==> src/rtl/core/ansi_terminal_char_engine_core_assert.svh <==
// Assertion macros for the terminal character engine.
`ifndef ANSI_TERMINAL_CHAR_ENGINE_CORE_ASSERT_SVH
`define ANSI_TERMINAL_CHAR_ENGINE_CORE_ASSERT_SVH

// Same-cycle implication, checked on every rising edge outside reset.
`define ACTE_ASSERT_IMP(label, ante, cons) \
  label: assert property (@(posedge clk) disable iff (rst) (ante) |-> (cons)) \
    else $error("acte assertion failed");

// Next-cycle implication.
`define ACTE_ASSERT_NXT(label, ante, cons) \
  label: assert property (@(posedge clk) disable iff (rst) (ante) |=> (cons)) \
    else $error("acte assertion failed");

`endif

==> src/rtl/core/acte_pkg.sv <==
// Shared constants, types and the colour palette of the terminal character engine.
`timescale 1ns / 1ps
package acte_pkg;

  // character codes
  localparam logic [7:0] CH_BS       = 8'd8;
  localparam logic [7:0] CH_LF       = 8'd10;
  localparam logic [7:0] CH_CR       = 8'd13;
  localparam logic [7:0] CH_ESC      = 8'd27;
  localparam logic [7:0] CH_SPACE    = 8'd32;
  localparam logic [7:0] CH_ZERO     = 8'h30;
  localparam logic [7:0] CH_THREE    = 8'h33;
  localparam logic [7:0] CH_FOUR     = 8'h34;
  localparam logic [7:0] CH_NINE     = 8'h39;
  localparam logic [7:0] CH_UP       = 8'h41;
  localparam logic [7:0] CH_DOWN     = 8'h42;
  localparam logic [7:0] CH_RIGHT    = 8'h43;
  localparam logic [7:0] CH_LEFT     = 8'h44;
  localparam logic [7:0] CH_LBRACKET = 8'h5B;
  localparam logic [7:0] CH_SGR      = 8'h6D;

  // parser phases
  localparam logic [1:0] PH_TEXT = 2'd0;
  localparam logic [1:0] PH_ESC  = 2'd1;
  localparam logic [1:0] PH_CSI  = 2'd2;

  localparam logic [1:0] PARAMS_FULL = 2'd2;
  localparam logic [3:0] DIGIT_DEFAULT_FG = 4'd7;

  // configuration register map
  localparam int CFG_IDX_W = 4;
  localparam logic [CFG_IDX_W-1:0] REG_COLUMNS = 4'd0;
  localparam logic [CFG_IDX_W-1:0] REG_ROWS    = 4'd1;
  localparam logic [CFG_IDX_W-1:0] REG_DFLT_FG = 4'd2;
  localparam logic [CFG_IDX_W-1:0] REG_INIT_BG = 4'd3;

  localparam logic [7:0] COLUMNS_RST = 8'd80;
  localparam logic [6:0] ROWS_RST    = 7'd25;
  localparam logic [3:0] DFLT_FG_RST = 4'd15;
  localparam logic [3:0] INIT_BG_RST = 4'd0;

  localparam int MAX_COLS_DEF = 128;
  localparam int MAX_ROWS_DEF = 64;

  // effective screen size and colour setting seen by the engine
  typedef struct packed {
    logic [7:0] width;
    logic [6:0] height;
    logic [3:0] dflt_fg;
  } dims_t;

  typedef struct packed {
    logic       draw_valid;
    logic [6:0] cell_col;
    logic [5:0] cell_row;
    logic [7:0] glyph;
    logic [3:0] draw_fg;
    logic [3:0] draw_bg;
    logic       scroll_up;
  } result_t;

  function automatic logic [3:0] palette_lookup(input logic [3:0] digit);
    logic [3:0] colour;
    case (digit)
      4'd1:    colour = 4'd9;
      4'd2:    colour = 4'd10;
      4'd3:    colour = 4'd11;
      4'd4:    colour = 4'd12;
      4'd5:    colour = 4'd13;
      4'd6:    colour = 4'd14;
      4'd7:    colour = 4'd8;
      4'd8:    colour = 4'd15;
      default: colour = 4'd0;
    endcase
    return colour;
  endfunction

endpackage

==> src/rtl/core/acte_chr_if.sv <==
// Character input channel.
`timescale 1ns / 1ps
interface acte_chr_if;
  logic       valid;
  logic       ready;
  logic [7:0] char_code;

  modport source (output valid, output char_code, input ready);
  modport sink (input valid, input char_code, output ready);
endinterface

==> src/rtl/core/acte_res_if.sv <==
// Draw/scroll result channel.
`timescale 1ns / 1ps
interface acte_res_if;
  logic       valid;
  logic       ready;
  logic       draw_valid;
  logic [6:0] cell_col;
  logic [5:0] cell_row;
  logic [7:0] glyph;
  logic [3:0] draw_fg;
  logic [3:0] draw_bg;
  logic       scroll_up;

  modport source (output valid, output draw_valid, output cell_col, output cell_row,
                  output glyph, output draw_fg, output draw_bg, output scroll_up,
                  input ready);
  modport sink (input valid, input draw_valid, input cell_col, input cell_row,
                input glyph, input draw_fg, input draw_bg, input scroll_up,
                output ready);
endinterface

==> src/rtl/core/acte_cfg_if.sv <==
// Configuration write channel.
`timescale 1ns / 1ps
interface acte_cfg_if;
  logic       valid;
  logic       ready;
  logic [3:0] index;
  logic [7:0] data;

  modport source (output valid, output index, output data, input ready);
  modport sink (input valid, input index, input data, output ready);
endinterface

==> src/rtl/core/acte_cfg_regs.sv <==
// Configuration registers and the clamped screen size.
`timescale 1ns / 1ps
module acte_cfg_regs #(
  parameter int MAX_COLS = acte_pkg::MAX_COLS_DEF,
  parameter int MAX_ROWS = acte_pkg::MAX_ROWS_DEF
) (
  input  logic                            clk,
  input  logic                            rst,
  input  logic                            wr_en,
  input  logic [acte_pkg::CFG_IDX_W-1:0]  wr_index,
  input  logic [7:0]                      wr_data,
  output acte_pkg::dims_t                 dims
);
  import acte_pkg::*;

  logic [7:0] columns;
  logic [6:0] rows;
  logic [3:0] dflt_fg;

  always_ff @(posedge clk) begin
    if (rst) begin
      columns <= COLUMNS_RST;
      rows    <= ROWS_RST;
      dflt_fg <= DFLT_FG_RST;
    end else if (wr_en) begin
      unique case (wr_index)
        REG_COLUMNS: columns <= wr_data;
        REG_ROWS:    rows    <= wr_data[6:0];
        REG_DFLT_FG: dflt_fg <= wr_data[3:0];
        // background only matters at reset, which restores its reset value
        REG_INIT_BG: ;
        default:     ;
      endcase
    end
  end

  always_comb begin
    if (columns == 8'd0)
      dims.width = 8'd1;
    else if ({1'b0, columns} > 9'(MAX_COLS))
      dims.width = 8'(MAX_COLS);
    else
      dims.width = columns;

    if (rows == 7'd0)
      dims.height = 7'd1;
    else if ({2'b00, rows} > 9'(MAX_ROWS))
      dims.height = 7'(MAX_ROWS);
    else
      dims.height = rows;

    dims.dflt_fg = dflt_fg;
  end

endmodule

==> src/rtl/core/acte_engine.sv <==
// Cursor, colour and escape-parser state with its single-pass update.
`timescale 1ns / 1ps
module acte_engine #(
  parameter int MAX_COLS = acte_pkg::MAX_COLS_DEF,
  parameter int MAX_ROWS = acte_pkg::MAX_ROWS_DEF
) (
  input  logic              clk,
  input  logic              rst,
  input  logic              step,
  input  logic [7:0]        char_code,
  input  acte_pkg::dims_t   dims,
  output acte_pkg::result_t result
);
  import acte_pkg::*;

  localparam int COL_W = (MAX_COLS > 1) ? $clog2(MAX_COLS) : 1;
  localparam int ROW_W = (MAX_ROWS > 1) ? $clog2(MAX_ROWS) : 1;

  logic [1:0]       phase, phase_next;
  logic [1:0]       param_count, param_count_next;
  logic [7:0]       param0, param0_next;
  logic [7:0]       param1, param1_next;
  logic [COL_W-1:0] cursor_col;
  logic [ROW_W-1:0] cursor_row;
  logic [3:0]       current_fg, fg_next;
  logic [3:0]       current_bg, bg_next;

  logic [7:0] col_cl, col_n, row_cl, row_n, height8;
  logic       sgr_fg, sgr_bg, handled, digit_ok;
  logic [7:0] digit;
  logic [3:0] pal;

  always_comb begin
    height8 = {1'b0, dims.height};
    // screen may have shrunk since the cursor was set
    col_cl = (8'(cursor_col) >= dims.width) ? dims.width - 8'd1 : 8'(cursor_col);
    row_cl = (8'(cursor_row) >= height8) ? height8 - 8'd1 : 8'(cursor_row);

    sgr_fg   = (char_code == CH_SGR) && (param_count == PARAMS_FULL) && (param0 == CH_THREE);
    sgr_bg   = (char_code == CH_SGR) && (param_count == PARAMS_FULL) && (param0 == CH_FOUR);
    handled  = (char_code == CH_UP) || (char_code == CH_DOWN) || (char_code == CH_RIGHT) ||
               (char_code == CH_LEFT) || sgr_fg || sgr_bg;
    digit    = param1 - CH_ZERO;
    digit_ok = (param1 >= CH_ZERO) && (param1 <= CH_NINE);
    pal      = palette_lookup(digit[3:0]);

    phase_next       = phase;
    param_count_next = param_count;
    param0_next      = param0;
    param1_next      = param1;
    fg_next          = current_fg;
    bg_next          = current_bg;
    col_n            = col_cl;
    row_n            = row_cl;
    result           = '0;

    unique case (phase)
      PH_ESC: begin
        if (char_code == CH_LBRACKET) begin
          phase_next       = PH_CSI;
          param_count_next = 2'd0;
        end else begin
          phase_next = PH_TEXT;
        end
      end
      PH_CSI: begin
        if (char_code == CH_UP) begin
          if (row_cl != 8'd0) row_n = row_cl - 8'd1;
        end else if (char_code == CH_DOWN) begin
          if (row_cl + 8'd1 < height8) row_n = row_cl + 8'd1;
        end else if (char_code == CH_RIGHT) begin
          if (col_cl + 8'd1 < dims.width) col_n = col_cl + 8'd1;
        end else if (char_code == CH_LEFT) begin
          if (col_cl != 8'd0) col_n = col_cl - 8'd1;
        end else if (sgr_fg) begin
          if (digit_ok) fg_next = (digit[3:0] == DIGIT_DEFAULT_FG) ? dims.dflt_fg : pal;
        end else if (sgr_bg) begin
          if (digit_ok) bg_next = pal;
        end

        if (handled) begin
          phase_next = PH_TEXT;
        end else if (param_count < PARAMS_FULL) begin
          if (param_count[0]) param1_next = char_code;
          else param0_next = char_code;
          param_count_next = param_count + 2'd1;
        end else begin
          phase_next = PH_TEXT;
        end
      end
      default: begin
        // normal text (the unused phase code behaves the same)
        if (char_code == CH_ESC) begin
          phase_next = PH_ESC;
        end else if (char_code == CH_CR) begin
          col_n = 8'd0;
        end else if (char_code == CH_LF) begin
          row_n = row_cl + 8'd1;
        end else if (char_code == CH_BS) begin
          if (col_cl != 8'd0) col_n = col_cl - 8'd1;
          result.draw_valid = 1'b1;
          result.cell_col   = col_n[6:0];
          result.cell_row   = row_cl[5:0];
          result.glyph      = CH_SPACE;
          result.draw_fg    = current_fg;
          result.draw_bg    = current_bg;
        end else begin
          result.draw_valid = 1'b1;
          result.cell_col   = col_cl[6:0];
          result.cell_row   = row_cl[5:0];
          result.glyph      = char_code;
          result.draw_fg    = current_fg;
          result.draw_bg    = current_bg;
          if (col_cl + 8'd1 >= dims.width) begin
            col_n = 8'd0;
            row_n = row_cl + 8'd1;
          end else begin
            col_n = col_cl + 8'd1;
          end
        end
      end
    endcase

    if (row_n >= height8) begin
      result.scroll_up = 1'b1;
      row_n            = height8 - 8'd1;
    end
  end

  always_ff @(posedge clk) begin
    if (rst) begin
      phase       <= PH_TEXT;
      param_count <= 2'd0;
      param0      <= 8'd0;
      param1      <= 8'd0;
      cursor_col  <= '0;
      cursor_row  <= '0;
      current_fg  <= DFLT_FG_RST;
      current_bg  <= INIT_BG_RST;
    end else if (step) begin
      phase       <= phase_next;
      param_count <= param_count_next;
      param0      <= param0_next;
      param1      <= param1_next;
      cursor_col  <= col_n[COL_W-1:0];
      cursor_row  <= row_n[ROW_W-1:0];
      current_fg  <= fg_next;
      current_bg  <= bg_next;
    end
  end

endmodule

==> src/rtl/core/ansi_terminal_char_engine_core.sv <==
// Terminal character engine: one character word in, one draw/scroll word out.
// Latency: a character accepted at one edge is registered into the result word at the next
// edge where the result register is free or being emptied, and is offered from that edge.
// Throughput: one character per cycle; input is held off only while both the input and the
// result register are full and the result word is not taken.
// Reset (synchronous): parser to normal text, cursor home, colours and configuration registers to reset values.
`timescale 1ns / 1ps
`include "ansi_terminal_char_engine_core_assert.svh"
module ansi_terminal_char_engine_core #(
  parameter int MAX_COLS = acte_pkg::MAX_COLS_DEF,
  parameter int MAX_ROWS = acte_pkg::MAX_ROWS_DEF
) (
  input logic         clk,
  input logic         rst,
  acte_chr_if.sink    chr,
  acte_res_if.source  res,
  acte_cfg_if.sink    cfg
);
  import acte_pkg::*;

  logic       in_full;
  logic [7:0] in_char;
  logic       out_full;
  logic       advance;
  dims_t      dims;
  result_t    step_res;
  result_t    out_res;

  assign advance   = in_full && (!out_full || res.ready);
  assign chr.ready = !in_full || advance;
  assign cfg.ready = 1'b1;

  acte_cfg_regs #(
    .MAX_COLS (MAX_COLS),
    .MAX_ROWS (MAX_ROWS)
  ) u_cfg (
    .clk      (clk),
    .rst      (rst),
    .wr_en    (cfg.valid),
    .wr_index (cfg.index),
    .wr_data  (cfg.data),
    .dims     (dims)
  );

  acte_engine #(
    .MAX_COLS (MAX_COLS),
    .MAX_ROWS (MAX_ROWS)
  ) u_engine (
    .clk       (clk),
    .rst       (rst),
    .step      (advance),
    .char_code (in_char),
    .dims      (dims),
    .result    (step_res)
  );

  // input register
  always_ff @(posedge clk) begin
    if (rst) begin
      in_full <= 1'b0;
    end else if (chr.valid && chr.ready) begin
      in_full <= 1'b1;
    end else if (advance) begin
      in_full <= 1'b0;
    end
  end

  always_ff @(posedge clk) begin
    if (chr.valid && chr.ready) in_char <= chr.char_code;
  end

  // result register
  always_ff @(posedge clk) begin
    if (rst) begin
      out_full <= 1'b0;
    end else if (advance) begin
      out_full <= 1'b1;
    end else if (res.ready) begin
      out_full <= 1'b0;
    end
  end

  always_ff @(posedge clk) begin
    if (advance) out_res <= step_res;
  end

  assign res.valid      = out_full;
  assign res.draw_valid = out_res.draw_valid;
  assign res.cell_col   = out_res.cell_col;
  assign res.cell_row   = out_res.cell_row;
  assign res.glyph      = out_res.glyph;
  assign res.draw_fg    = out_res.draw_fg;
  assign res.draw_bg    = out_res.draw_bg;
  assign res.scroll_up  = out_res.scroll_up;

  `ACTE_ASSERT_NXT(a_step_gives_word, advance, out_full)
  `ACTE_ASSERT_IMP(a_full_stall_blocks_input, in_full && out_full && !res.ready, !chr.ready)
  `ACTE_ASSERT_IMP(a_no_draw_fields_zero, out_full && !out_res.draw_valid,
                   out_res.cell_col == 7'd0 && out_res.cell_row == 6'd0 &&
                   out_res.glyph == 8'd0 && out_res.draw_fg == 4'd0 &&
                   out_res.draw_bg == 4'd0)

endmodule

==> src/flat_wrapper.sv <==
// flat-port wrapper written by rule: the top's interface ports become plain ports
module ansi_terminal_char_engine_core_flat import acte_pkg::*;
#(
  parameter int MAX_COLS = acte_pkg::MAX_COLS_DEF,
  parameter int MAX_ROWS = acte_pkg::MAX_ROWS_DEF
)
  (clk, rst, chr_valid, chr_char_code, chr_ready, res_valid, res_draw_valid, res_cell_col, res_cell_row, res_glyph, res_draw_fg, res_draw_bg, res_scroll_up, res_ready, cfg_valid, cfg_index, cfg_data, cfg_ready);
  acte_chr_if chr_i ();
  acte_res_if res_i ();
  acte_cfg_if cfg_i ();
  input logic clk;
  input logic rst;
  input wire logic [$bits(chr_i.valid)-1:0] chr_valid;
  input wire logic [$bits(chr_i.char_code)-1:0] chr_char_code;
  output wire logic [$bits(chr_i.ready)-1:0] chr_ready;
  output wire logic [$bits(res_i.valid)-1:0] res_valid;
  output wire logic [$bits(res_i.draw_valid)-1:0] res_draw_valid;
  output wire logic [$bits(res_i.cell_col)-1:0] res_cell_col;
  output wire logic [$bits(res_i.cell_row)-1:0] res_cell_row;
  output wire logic [$bits(res_i.glyph)-1:0] res_glyph;
  output wire logic [$bits(res_i.draw_fg)-1:0] res_draw_fg;
  output wire logic [$bits(res_i.draw_bg)-1:0] res_draw_bg;
  output wire logic [$bits(res_i.scroll_up)-1:0] res_scroll_up;
  input wire logic [$bits(res_i.ready)-1:0] res_ready;
  input wire logic [$bits(cfg_i.valid)-1:0] cfg_valid;
  input wire logic [$bits(cfg_i.index)-1:0] cfg_index;
  input wire logic [$bits(cfg_i.data)-1:0] cfg_data;
  output wire logic [$bits(cfg_i.ready)-1:0] cfg_ready;
  assign chr_i.valid = chr_valid;
  assign chr_i.char_code = chr_char_code;
  assign chr_ready = chr_i.ready;
  assign res_valid = res_i.valid;
  assign res_draw_valid = res_i.draw_valid;
  assign res_cell_col = res_i.cell_col;
  assign res_cell_row = res_i.cell_row;
  assign res_glyph = res_i.glyph;
  assign res_draw_fg = res_i.draw_fg;
  assign res_draw_bg = res_i.draw_bg;
  assign res_scroll_up = res_i.scroll_up;
  assign res_i.ready = res_ready;
  assign cfg_i.valid = cfg_valid;
  assign cfg_i.index = cfg_index;
  assign cfg_i.data = cfg_data;
  assign cfg_ready = cfg_i.ready;
  ansi_terminal_char_engine_core #(.MAX_COLS(MAX_COLS), .MAX_ROWS(MAX_ROWS)) u_core (.clk(clk), .rst(rst), .chr(chr_i), .res(res_i), .cfg(cfg_i));
endmodule
==> config.mk <==
export PLATFORM = sky130hd
export DESIGN_NAME = ansi_terminal_char_engine_core_flat
export DESIGN_NICKNAME = d
export VERILOG_FILES = /design/src/rtl/core/acte_pkg.sv /design/src/rtl/core/acte_chr_if.sv /design/src/rtl/core/acte_res_if.sv /design/src/rtl/core/acte_cfg_if.sv /design/src/rtl/core/acte_cfg_regs.sv /design/src/rtl/core/acte_engine.sv /design/src/rtl/core/ansi_terminal_char_engine_core.sv /design/src/flat_wrapper.sv
export VERILOG_INCLUDE_DIRS = /design/src /design/src/rtl/core
export SDC_FILE = /design/constraint.sdc
export NUM_CORES = 1
export LEC_CHECK = 0
export BUFFER_PORTS_ARGS = -buffer_cell sky130_fd_sc_hd__buf_2
export CORE_MARGIN = 2
export CORE_UTILIZATION = 40
export DETAILED_ROUTE_END_ITERATION = 7
export SLEW_MARGIN = 20
export SYNTH_ARGS = -nofsm -noshare
export SYNTH_HDL_FRONTEND = slang
export SYNTH_SLANG_ARGS = --single-unit
==> constraint.sdc <==
create_clock -name clk -period 18.5 [get_ports clk]
set_input_delay 4.625 -clock clk [delete_from_list [all_inputs] [get_ports clk]]
set_output_delay 4.625 -clock clk [all_outputs]
set_load 0.05 [all_outputs]
# After elaboration in Yosys (flattened, before gate mapping)
# Memory sizes are Yosys's and may differ from the RTL's.
# Cells that the tools add are included.
[op_classes] n_addsub=8 magnitude_cmp=11 eq_ne=22 n_mux=45 bitwise_logic=7 n_reduce_logical=35
[op_table] operator="$mux 8" n=13
[op_table] operator="$mux 7" n=13
[op_table] operator="$eq 8x7->1 const B" n=6
[op_table] operator="$mux 29" n=1
[op_table] operator="$eq 8x4->1 const B" n=3
[op_table] operator="$add 8x1->8 const B" n=2
[op_table] operator="$eq 8x6->1 const B" n=2
[op_table] operator="$pmux 8 s2" n=1
[op_table] operator="$reduce_bool 8->1" n=2
[op_table] operator="$sub 8x1->8 const B" n=2
[op_table] operator="$reduce_and 5->1" n=3
[op_table] operator="$mux 2" n=7
[op_table] operator="$pmux 7 s2" n=1
[op_table] operator="$reduce_and 9->1" n=1
[op_table] operator="$eq 8x5->1 const B" n=1
[op_table] operator="$ge 7x8->1" n=1
[op_table] operator="$ge 8x6->1 const B" n=1
[op_table] operator="$ge 8x7->1" n=1
[op_table] operator="$ge 8x8->1" n=1
[op_table] operator="$gt 8x8->1 const B" n=1
[op_table] operator="$le 8x6->1 const B" n=1
[op_table] operator="$logic_not 8->1" n=1
[op_table] operator="$lt 8x7->1" n=1
[op_table] operator="$lt 8x8->1" n=1
[op_table] operator="31 further kinds" n=61
[word_totals] register_bits=101 rom_bits=64 inputBits=25 out_inout_bits=34 elab_cells=151 n_memories=1
[mem_list] memory="(no name shown)" words=16 width=4 rd=1 rd_ports_with_merged_regs=0 write_ports=0 line_no="acte_pkg.sv:64" text="case (digit)"

# Depth between registers and ports, before layout
# Gate-level depths: netlist of the first run.
[logic_depth] word_depth=15 depth_mapped=38 depth_no_buf=36

# Modules after synthesis
# From an unflattened synthesis of the first run, not the netlist that was laid out.
[hier_totals] hier_cells=918 area_unflattened_um2=7738.7
[by_module_without_submodules] module="acte_engine" instances=1 cells_per_inst=764 area_each_um2=5510.3 seq_area_each_um2=900.9
[by_module_without_submodules] module="ansi_terminal_char_engine_core" instances=1 cells_per_inst=51 area_each_um2=1286.2 seq_area_each_um2=1211.2
[by_module_without_submodules] module="acte_cfg_regs" instances=1 cells_per_inst=103 area_each_um2=942.2 seq_area_each_um2=380.4

# Worst setup path before layout of the first run
# OpenSTA, ideal clock, no wires.
[synth_timing] path_type="in2out" start="input res_ready" end="output chr_ready" arrival_time_ns=5.129 t_required_ns=13.875 slack_ns=8.746 cell_stages=2 path_buffers=0 path_cell_list="nor2b_1 nand2_1"
[synth_between] elab_chain_len=3
[synth_lines] element="start, declared" line_no="flat_wrapper.sv:24" text="input wire logic [$bits(res_i.ready)-1:0] res_ready;"
[synth_lines] element="$logic_or 1x1->1" line_no="ansi_terminal_char_engine_core.sv:29" text="assign advance = in_full && (!out_full || res.ready);"
[synth_lines] element="$logic_and 1x1->1" line_no="ansi_terminal_char_engine_core.sv:29"
[synth_lines] element="$logic_or 1x1->1" line_no="ansi_terminal_char_engine_core.sv:30" text="assign chr.ready = !in_full || advance;"
[synth_lines] element="end, declared" line_no="flat_wrapper.sv:15" text="output wire logic [$bits(chr_i.ready)-1:0] chr_ready;"
# No other way between the ends.

# Final worst setup path of the first run
# Same ends and word-level chain as after synthesis.

==> results of run 1 <==
-- flip-flops by register name, summed over array words and instances (netlist names), 7 cells and up --
signal and cells:
u_core.res.cell_col 7, u_core.u_cfg.columns 8, u_core.in_char 8, u_core.u_engine.param1 8
u_core.u_engine.cursor_col 7, u_core.u_cfg.rows 7, u_core.res.glyph 8, u_core.u_engine.param0 8
-- power by group --
group,internal [mW],switching (mW)
clock network,0.0935,0.0901
registers,0.248,0.00911
logic,0.0442,0.0797
-- how the worst max path moves through the flow --
stage | slack, ps | depth (start not counted) | endpoint | start
after floorplan | 8750 | 2 | chr_ready | res_ready
after global placement | 8670 | 4 | chr_ready | res_ready
after detailed placement | 8650 | 4 | chr_ready | res_ready
after CTS | 8650 | 4 | chr_ready | res_ready
after global routing | 8580 | 4 | chr_ready | res_ready
final | 8660 | 4 | chr_ready | res_ready
-- layer usage --
metal	track usage [%]	share of wire (%)	up-vias
li1	-	-	3250
met4	6.59	1.9	0
met5	0	0	-
met1	30.3	46	3148
met3	4.06	7.1	32
met2	33.2	45	252
-- synthesized netlist by cell type (all sizes together), types with 3 or more instances --
master / n / share of area (%)
a211o: 4 / 0.48
a211oi: 6 / 0.68
a21o: 12 / 1.2
a21oi: 43 / 3.0
a221oi: 6 / 1.0
a311oi: 5 / 0.60
a31o: 5 / 0.60
a31oi: 12 / 1.0
a32o: 3 / 0.41
a41oi: 4 / 0.48
and2: 10 / 0.85
and3: 17 / 1.4
buf: 15 / 1.2
clkbuf: 23 / 1.2
dfxtp: 66 / 18
edfxtp: 39 / 16
ha: 46 / 7.8
inv: 24 / 1.2
mux2: 5 / 0.82
mux2i: 59 / 8.0
nand2: 75 / 3.8
nand2b: 15 / 1.3
nand3: 21 / 1.4
nand3b: 4 / 0.41
nand4: 8 / 0.68
nand4b: 4 / 0.48
nor2: 114 / 5.9
nor2b: 11 / 0.94
nor3: 28 / 2.0
nor3b: 3 / 0.31
nor4: 5 / 0.51
o211ai: 16 / 1.6
o21a: 6 / 0.61
o21ai: 48 / 3.3
o221ai: 3 / 0.36
o31ai: 6 / 0.80
o41ai: 4 / 0.48
or2: 7 / 0.60
or3: 10 / 0.85
or4: 10 / 1.1
xnor2: 18 / 2.1
xor2: 8 / 0.95
-- logic make-up (layout without fill, tap and decap cells) --
group / after synthesis / count (layout)
fa+ha+maj: 46 / 46
compound gates: 203 / 203
other cells: 1 / 1
simple gates: 349 / 349
mux: 64 / 64
xor+xnor: 26 / 26
flops: 105 / 105
buf+inv: 63 / 109
-- critical path, cell delays in order --
cell     delay (ps)
buf_2            90
nor2b_1         190
nand2_1          90
buf_2           210
-- stage by stage --
| stage | hold slack [ps] | instances | worst slack [ps] |
|---|---|---|---|
| 4_1_cts | 480 | 1132 | 8650 |
| 6_report | 478 | 1132 | 8660 |
| 3_3_place_gp | 456 | 1116 | 8670 |
| 2_1_floorplan | 444 | 857 | 8750 |
| 5_1_grt | 493 | 1132 | 8580 |
| 3_5_place_dp | 461 | 1116 | 8650 |
-- cell type report --
cell class	instances	area (µm²)
well taps	229	287
inverters	25	93.8
flip-flops and latches	105	2490
clock buffers	10	229
multi-input cells	689	4600
clock inverters	6	52.6
fillers	1822	9840
repair buffers	68	368
==> out/metrics.cfg, run 1 <==
[grt]
grt.total_usage_pct=21.4
grt_pass1_vias=6120
grt_start_max_net_pins=52
overflow=0
grt_pass1_wl_um=33500
grt_antenna_before_repair=0

[yosys]
syn-instance-count=857
yosys_most_used_dff=dfxtp_1
ys_types=78
ys_warn_count=0
synth_xor_area_share_pct=3.10
muxShareOfSynthArea_pct=8.86
synth_top_family_by_area=simple AND/OR/NAND/NOR gates
ys_ff_latch=105
synth_enable_flop_cells=39
yosys.area_share.simple_pct=23.5
synth_fa_ha_area_share_pct=7.84
avgSynthCellArea_um2=8.57
syn_area_um2=7340
synth_compound_area_share_pct=19.1
ys_seq_area_share_pct=33.9
syn-num-nets=928
synth-async-reset-ratio_pct=0

[critical_path]
worstRegToRegCells=35
regToRegStartpoint=u_core.u_cfg.columns[2]$_SDFFE_PP0P_
worstSetupEndpointType=output pin
required_ps=13880
cp.arrival_ps=5220
rr_endpoint=u_core.u_engine.cursor_row[2]$_SDFFE_PP0P_
reg2reg_setup_slack_ps=10340
crit_fanout=4
startpoint_type=input port
path_class=in2out

[floorplan]
ios=59
num_rows=49
start_util_pct=40.9
core_area_um2=18000
die_area_um2=19500
die-height_um=139
die_w_um=139

[clocking]
htree_levels=3
cts.sink_count=105
holdBufCountCts=0
clockBufferDepth=2
clkSlewWorstSetupHoldPaths_ps=70
clk_latency_ps=350
cts_made_buffers=9
cts_resized=0
cts-root-buf=clkbuf_16
postCtsSetupRepairBufs=0
cts_tree=built

[placement]
hpwl_um=15300
io_buffers=57
dpl_cell_area_um2=7830
place.gp.congestion=0.914

[sta]
setup_tns_ps=0
min_period_over_period_pct=53.2
setup_viol=0
final-hold-violation-count=0
fmax_mhz=102
fin_crit_ps=9840
rsz0062_at_grt=no
maxSlewViolCount=0
maxSlewHeadroom_pct=39.6
worstMarginPinSlew_ps=881
skew_ps=9.03

[power_and_ir_drop]
power_leakage_nw=3.24
peakVddDrop_mv=0.0605
p_per_area_nw_per_um2=69.5
power_mw=0.564

[route]
wl_per_cell_um=18.5
drt.antenna.violating_nets=0
vias=6682
wirelength_um=21000
drtIter0Drc=643
viasPerCell=5.90
drcViolationCount=0
drt_pass1_iterations=5

[layout]
antenna_cells=0
drive_gt1_share_pct=12.7
stdcell_area_um2=8120
mostFrequentLayoutCell=nor2_1
final_nets=969
area_growth_pct=10.6
final_util_pct=45.2
layout_common_cells=113 x nor2_1, 75 x nand2_1, 66 x dfxtp_1

[flow_run]
maxCapViolations=0

[hold_path]
hold_start=u_core.u_cfg.dflt_fg[0]$_SDFFE_PP1P_
hold_path_end=u_core.u_cfg.dflt_fg[0]$_SDFFE_PP1P_
hold_depth=2
hold_path.class=reg2reg

[outcome]
status=finished clean

No activity file was read; power rests on OpenSTA's default activity.
==> run 2: changes to the inputs <==
==> constraint.sdc (replaced) <==
create_clock -name clk -period 8.4 [get_ports clk]
set_input_delay 2.1 -clock clk [delete_from_list [all_inputs] [get_ports clk]]
set_output_delay 2.1 -clock clk [all_outputs]
set_load 0.05 [all_outputs]
==> run 2 against run 1 <==
Non-clock buffer count increased by 5. Largest cell class unchanged. Final cell count increased by 0.44%. Power increased by 120%. Critical path depth increased by 30. Core utilization increased by 0.18 points. Sequential share of layout area decreased by 0.12 points. Wire length increased by 3.4%. Combinational power increased by 120%. First-iteration DRC count increased by 16%. Clock skew about the same. Critical endpoint is now u_core.u_engine.cursor_row[2]$_SDFFE_PP0P_. Via count increased by 1.2%.
==> out/metrics.cfg, run 2 (synthesized netlist as in run 1, its figures left out) <==
[floorplan]
die_w_um=139
start_util_pct=40.9
ios=59
core_area_um2=18000
num_rows=49
die_area_um2=19500
die-height_um=139

[sta]
maxSlewHeadroom_pct=25.8
final-hold-violation-count=0
min_period_over_period_pct=93.8
skew_ps=9.43
maxSlewViolCount=0
fin_crit_ps=7880
setup_viol=0
setup_tns_ps=0
fmax_mhz=127
rsz0062_at_grt=no
worstMarginPinSlew_ps=1080

[clocking]
cts_made_buffers=9
holdBufCountCts=0
clkSlewWorstSetupHoldPaths_ps=80
clk_latency_ps=360
postCtsSetupRepairBufs=0
cts_tree=built
htree_levels=3
clockBufferDepth=2
cts_resized=0
cts.sink_count=105
cts-root-buf=clkbuf_16

[hold_path]
hold_path.class=reg2reg

[route]
drt.antenna.violating_nets=0
drt_pass1_iterations=6
drcViolationCount=0
drtIter0Drc=744
vias=6761
wl_per_cell_um=19.1
viasPerCell=5.95
wirelength_um=21700

[power_and_ir_drop]
power_switching_mw=0.403
peakVddDrop_mv=0.129
clkPwrFrac_pct=32.7
swShare_pct=32.1
comb_power_share_pct=22.2
power_mw=1.25
power_leakage_nw=3.26
seqPwrFrac_pct=45.1
p_int_mw=0.852
p_per_area_nw_per_um2=154

[critical_path]
crit_end=u_core.u_engine.cursor_row[2]$_SDFFE_PP0P_
path_class=reg2reg
crit_slowest_cell=nor4_1
required_ps=8650
path_common_cell=ha_1
cp.arrival_ps=8130
worstRegToRegCells=34
slowest_delay_ps=530
worstSetupEndpointType=flop
crit_path_start=u_core.u_cfg.columns[2]$_SDFFE_PP0P_
regToRegStartpoint=u_core.u_cfg.columns[2]$_SDFFE_PP0P_
rr_endpoint=u_core.u_engine.cursor_row[2]$_SDFFE_PP0P_
startpoint_type=flop
reg2reg_setup_slack_ps=520
crit_fanout=11

[grt]
overflow=0
grt_antenna_before_repair=0
grt_pass1_wl_um=34200
grt_pass1_vias=6232
grt.total_usage_pct=22.2
grt_start_max_net_pins=52

[layout]
area_growth_pct=11.0
antenna_cells=0
fill_cells=1790
layout_common_cells=113 x nor2_1, 75 x nand2_1, 66 x dfxtp_1
stdcell_area_um2=8150
drive_gt1_share_pct=13.2
final_nets=974
mostFrequentLayoutCell=nor2_1

[outcome]
status=finished clean

[placement]
hpwl_um=15800
io_buffers=57
dpl_cell_area_um2=7870
place.gp.congestion=0.916

[flow_run]
maxCapViolations=0

run 2: cell count changes in the layout (fill, tap and decap cells not counted), sizes merged:
cell      delta
clkinvlp     +1
inv          -1
buf          +5
run 2: how the worst min path moves through the flow:
stage,slack (ps),startpoint,cells after the start,endpoint
2_1_floorplan,440,u_core.u_cfg.dflt_fg[0]$_SDFFE_PP1P_,2,u_core.u_cfg.dflt_fg[0]$_SDFFE_PP1P_
3_3_place_gp,460,u_core.u_cfg.dflt_fg[0]$_SDFFE_PP1P_,2,u_core.u_cfg.dflt_fg[0]$_SDFFE_PP1P_
3_5_place_dp,460,u_core.u_cfg.dflt_fg[3]$_SDFFE_PP1P_,2,u_core.u_cfg.dflt_fg[3]$_SDFFE_PP1P_
4_1_cts,480,u_core.u_cfg.dflt_fg[3]$_SDFFE_PP1P_,2,u_core.u_cfg.dflt_fg[3]$_SDFFE_PP1P_
5_1_grt,490,u_core.u_cfg.dflt_fg[3]$_SDFFE_PP1P_,2,u_core.u_cfg.dflt_fg[3]$_SDFFE_PP1P_
6_report,480,u_core.u_cfg.dflt_fg[3]$_SDFFE_PP1P_,2,u_core.u_cfg.dflt_fg[3]$_SDFFE_PP1P_
run 2: critical path, delay by kind of cell, from the launching register on:
family / cells / cell delay [ps]
flip-flops: 1 / 390
adder cells (fa/ha/maj): 4 / 1050
AND/OR/NAND/NOR: 11 / 2560
AO/OA/AOI/OAI: 14 / 3130
XOR/XNOR: 2 / 320
buffers and inverters: 3 / 330
run 2: per-stage QoR:
| stage | util, % | hold slack [ps] | std cells | setup WS [ps] |
|---|---|---|---|---|
| floorplan | - | 444 | 857 | 1470 |
| global placement | 43.8 | 458 | 1121 | 1000 |
| detailed placement | 43.8 | 464 | 1121 | 732 |
| CTS | 45.4 | 483 | 1137 | 705 |
| global route | 45.4 | 490 | 1137 | 27.3 |
| finish | 45.4 | 482 | 1137 | 519 |
run 2: area by class of cell:
cell class / instances / area [µm²] / share of cell area, %
clock inverters: 6 / 52.6 / 0.645
flip-flops and latches: 105 / 2490 / 30.6
multi-input cells: 689 / 4590 / 56.3
well taps: 229 / 287 / 3.51
repair buffers: 73 / 405 / 4.97
clock buffers: 10 / 229 / 2.81
inverters: 25 / 93.8 / 1.15
run 2: power by group through the flow:
stage / combinational (mW) / sequential [mW] / clock (mW)
final: 0.278 / 0.566 / 0.411
after global routing: 0.304 / 0.568 / 0.440
after CTS: 0.274 / 0.565 / 0.421
after detailed placement: 0.272 / 0.577 / 0
after global placement: 0.271 / 0.577 / 0
after floorplan: 0.182 / 0.592 / 0
run 2: routing by layer:
metal  track usage, %  share of wire (%)  vias up
met3             3.58                7.0       34
met4             6.80                2.1        0
li1                 -                  -     3261
met1             31.6                 46     3190
met5                0                  0        -
met2             34.6                 45      276
==> run 3: changes to the inputs <==
--- a/config.mk
+++ b/config.mk
@@ -10,6 +10,9 @@
 export CORE_MARGIN = 2
 export CORE_UTILIZATION = 40
 export DETAILED_ROUTE_END_ITERATION = 7
+export PLACE_DENSITY_LB_ADDON = 0.2
+export REMOVE_ABC_BUFFERS = 1
+export SKIP_CTS_REPAIR_TIMING = 1
 export SLEW_MARGIN = 20
 export SYNTH_ARGS = -nofsm -noshare
 export SYNTH_HDL_FRONTEND = slang
==> run 3 against run 2 <==
Hold slack improved by 4.7 ps. Sequential power barely moved. Design area barely moved. Count of clock-buffer cells in the layout did not move. First-iteration DRC count fell by 14%. Clock power rose by 1%. Combinational power barely moved. Maximum frequency rose by 1.5%. Setup slack improved by 120 ps.
==> out/metrics.cfg, run 3 (synthesized netlist as in run 1, its figures left out) <==
[route]
wl_per_cell_um=19.1
met3_length_um=1470
top_layer=met4
drt_pass1_iterations=5
drtIter0Drc=637
drcViolationCount=0
drt.antenna.violating_nets=0
wirelength_um=21700
wl_met1_um=10100
dr_wl_met2_um=9770
vias=6703
viasPerCell=5.90

[floorplan]
num_rows=49
die-height_um=139
ios=59
start_util_pct=40.9
die_area_um2=19500
core_area_um2=18000
die_w_um=139

[power_and_ir_drop]
clkPwrFrac_pct=33.0
p_per_area_nw_per_um2=154
seqPwrFrac_pct=44.9
p_int_mw=0.852
power_switching_mw=0.408
peakVddDrop_mv=0.105
power_leakage_nw=3.26
swShare_pct=32.4
comb_power_share_pct=22.1

[placement]
place_inst=1121
io_buffers=57
hpwl_um=15600
place.gp.congestion=0.976

[clocking]
cts.sink_count=105
clk_latency_ps=360
clockBufferDepth=2
cts_made_buffers=9
cts_tree=built
htree_levels=3
clkSlewWorstSetupHoldPaths_ps=80
cts-root-buf=clkbuf_16

[critical_path]
path_class=reg2reg
path_common_cell=ha_1
crit_slowest_cell=nor4_1
crit_family=compound AO/OA/AOI/OAI gates
slowest_delay_ps=480
worstSetupEndpointType=flop
cp.buffers_inverters=3
reg2reg_setup_slack_ps=640
startpoint_type=flop
cp.arrival_ps=8010
required_ps=8650
crit_fanout=11

[sta]
setup_tns_ps=0
final-hold-violation-count=0
setup_viol=0
rsz0062_at_grt=no
skew_ps=16.8
maxSlewHeadroom_pct=34.8
worstMarginPinSlew_ps=978
fmax_mhz=129
maxSlewViolCount=0
fin_crit_ps=7760
min_period_over_period_pct=92.4

[outcome]
status=finished clean

[grt]
grt_pass1_wl_um=34900
grt_antenna_before_repair=0
grt_start_max_net_pins=52
overflow=0
grt_pass1_vias=6254
grt.total_usage_pct=22.6

[layout]
antenna_cells=0
layout_common_cells=113 x nor2_1, 75 x nand2_1, 66 x dfxtp_1
fill_cells=1820
final_util_pct=45.4
stdcell_count=1137
drive_gt1_share_pct=13.1
area_growth_pct=11.1
final_nets=974
mostFrequentLayoutCell=nor2_1

[hold_path]
hold_path.class=reg2reg

[flow_run]
maxCapViolations=0

==> run 3: power groups by stage <==
stage	Combinational, mW	Sequential, mW	Clock (mW)
floorplan	0.171	0.595	0
global placement	0.272	0.577	0
detailed placement	0.272	0.577	0
CTS	0.274	0.565	0.428
global route	0.305	0.567	0.447
finish	0.279	0.565	0.416
==> run 3: worst reg2reg max path, delay by kind of cell (launching register included) <==
family,cells,cell delay (ps)
compound gates,14,3350
simple gates,10,2160
fa+ha+maj,4,1090
flops,1,470
xor+xnor,2,310
buf+inv,3,290
==> run 3: per-stage QoR <==
| stage | power [mW] | hold WS, ps | setup WS (ps) | area (µm²) |
|---|---|---|---|---|
| 2_1_floorplan | 0.766 | 444 | 740 | 7170 |
| 3_3_place_gp | 0.849 | 461 | 970 | 7870 |
| 3_5_place_dp | 0.848 | 467 | 731 | 7870 |
| 4_1_cts | 1.27 | 489 | 716 | 8150 |
| 5_1_grt | 1.32 | 511 | 64.9 | 8160 |
| 6_report | 1.26 | 487 | 637 | 8160 |
==> run 3: final cells by class <==
type,count,area [µm²],share of cell area [%]
Multi-Input combinational cell,689,4600,56.4
Tap cell,229,287,3.51
Sequential cell,105,2490,30.6
Clock buffer,10,229,2.81
Timing Repair Buffer,73,405,4.97
Clock inverter,6,50.0,0.614
Inverter,25,93.8,1.15
==> run 3: final timing paths <==
path | from | to | cells after the start
worst max-delay path | u_core.u_cfg.columns[2]$_SDFFE_PP0P_ | u_core.u_engine.cursor_row[2]$_SDFFE_PP0P_ | 33
worst min-delay path | u_core.u_engine.param0[3]$_SDFFE_PP0P_ | u_core.u_engine.param0[3]$_SDFFE_PP0P_ | 2
worst max register to register | u_core.u_cfg.columns[2]$_SDFFE_PP0P_ | u_core.u_engine.cursor_row[2]$_SDFFE_PP0P_ | 33
worst min register to register | u_core.u_engine.param0[3]$_SDFFE_PP0P_ | u_core.u_engine.param0[3]$_SDFFE_PP0P_ | 2
==> run 3: layer usage <==
metal  GRT usage (%)  vias to the layer above
met5               0                        -
met4            6.80                        0
met3            4.23                       28
met2            35.7                      255
met1            31.4                     3159
li1                -                     3261
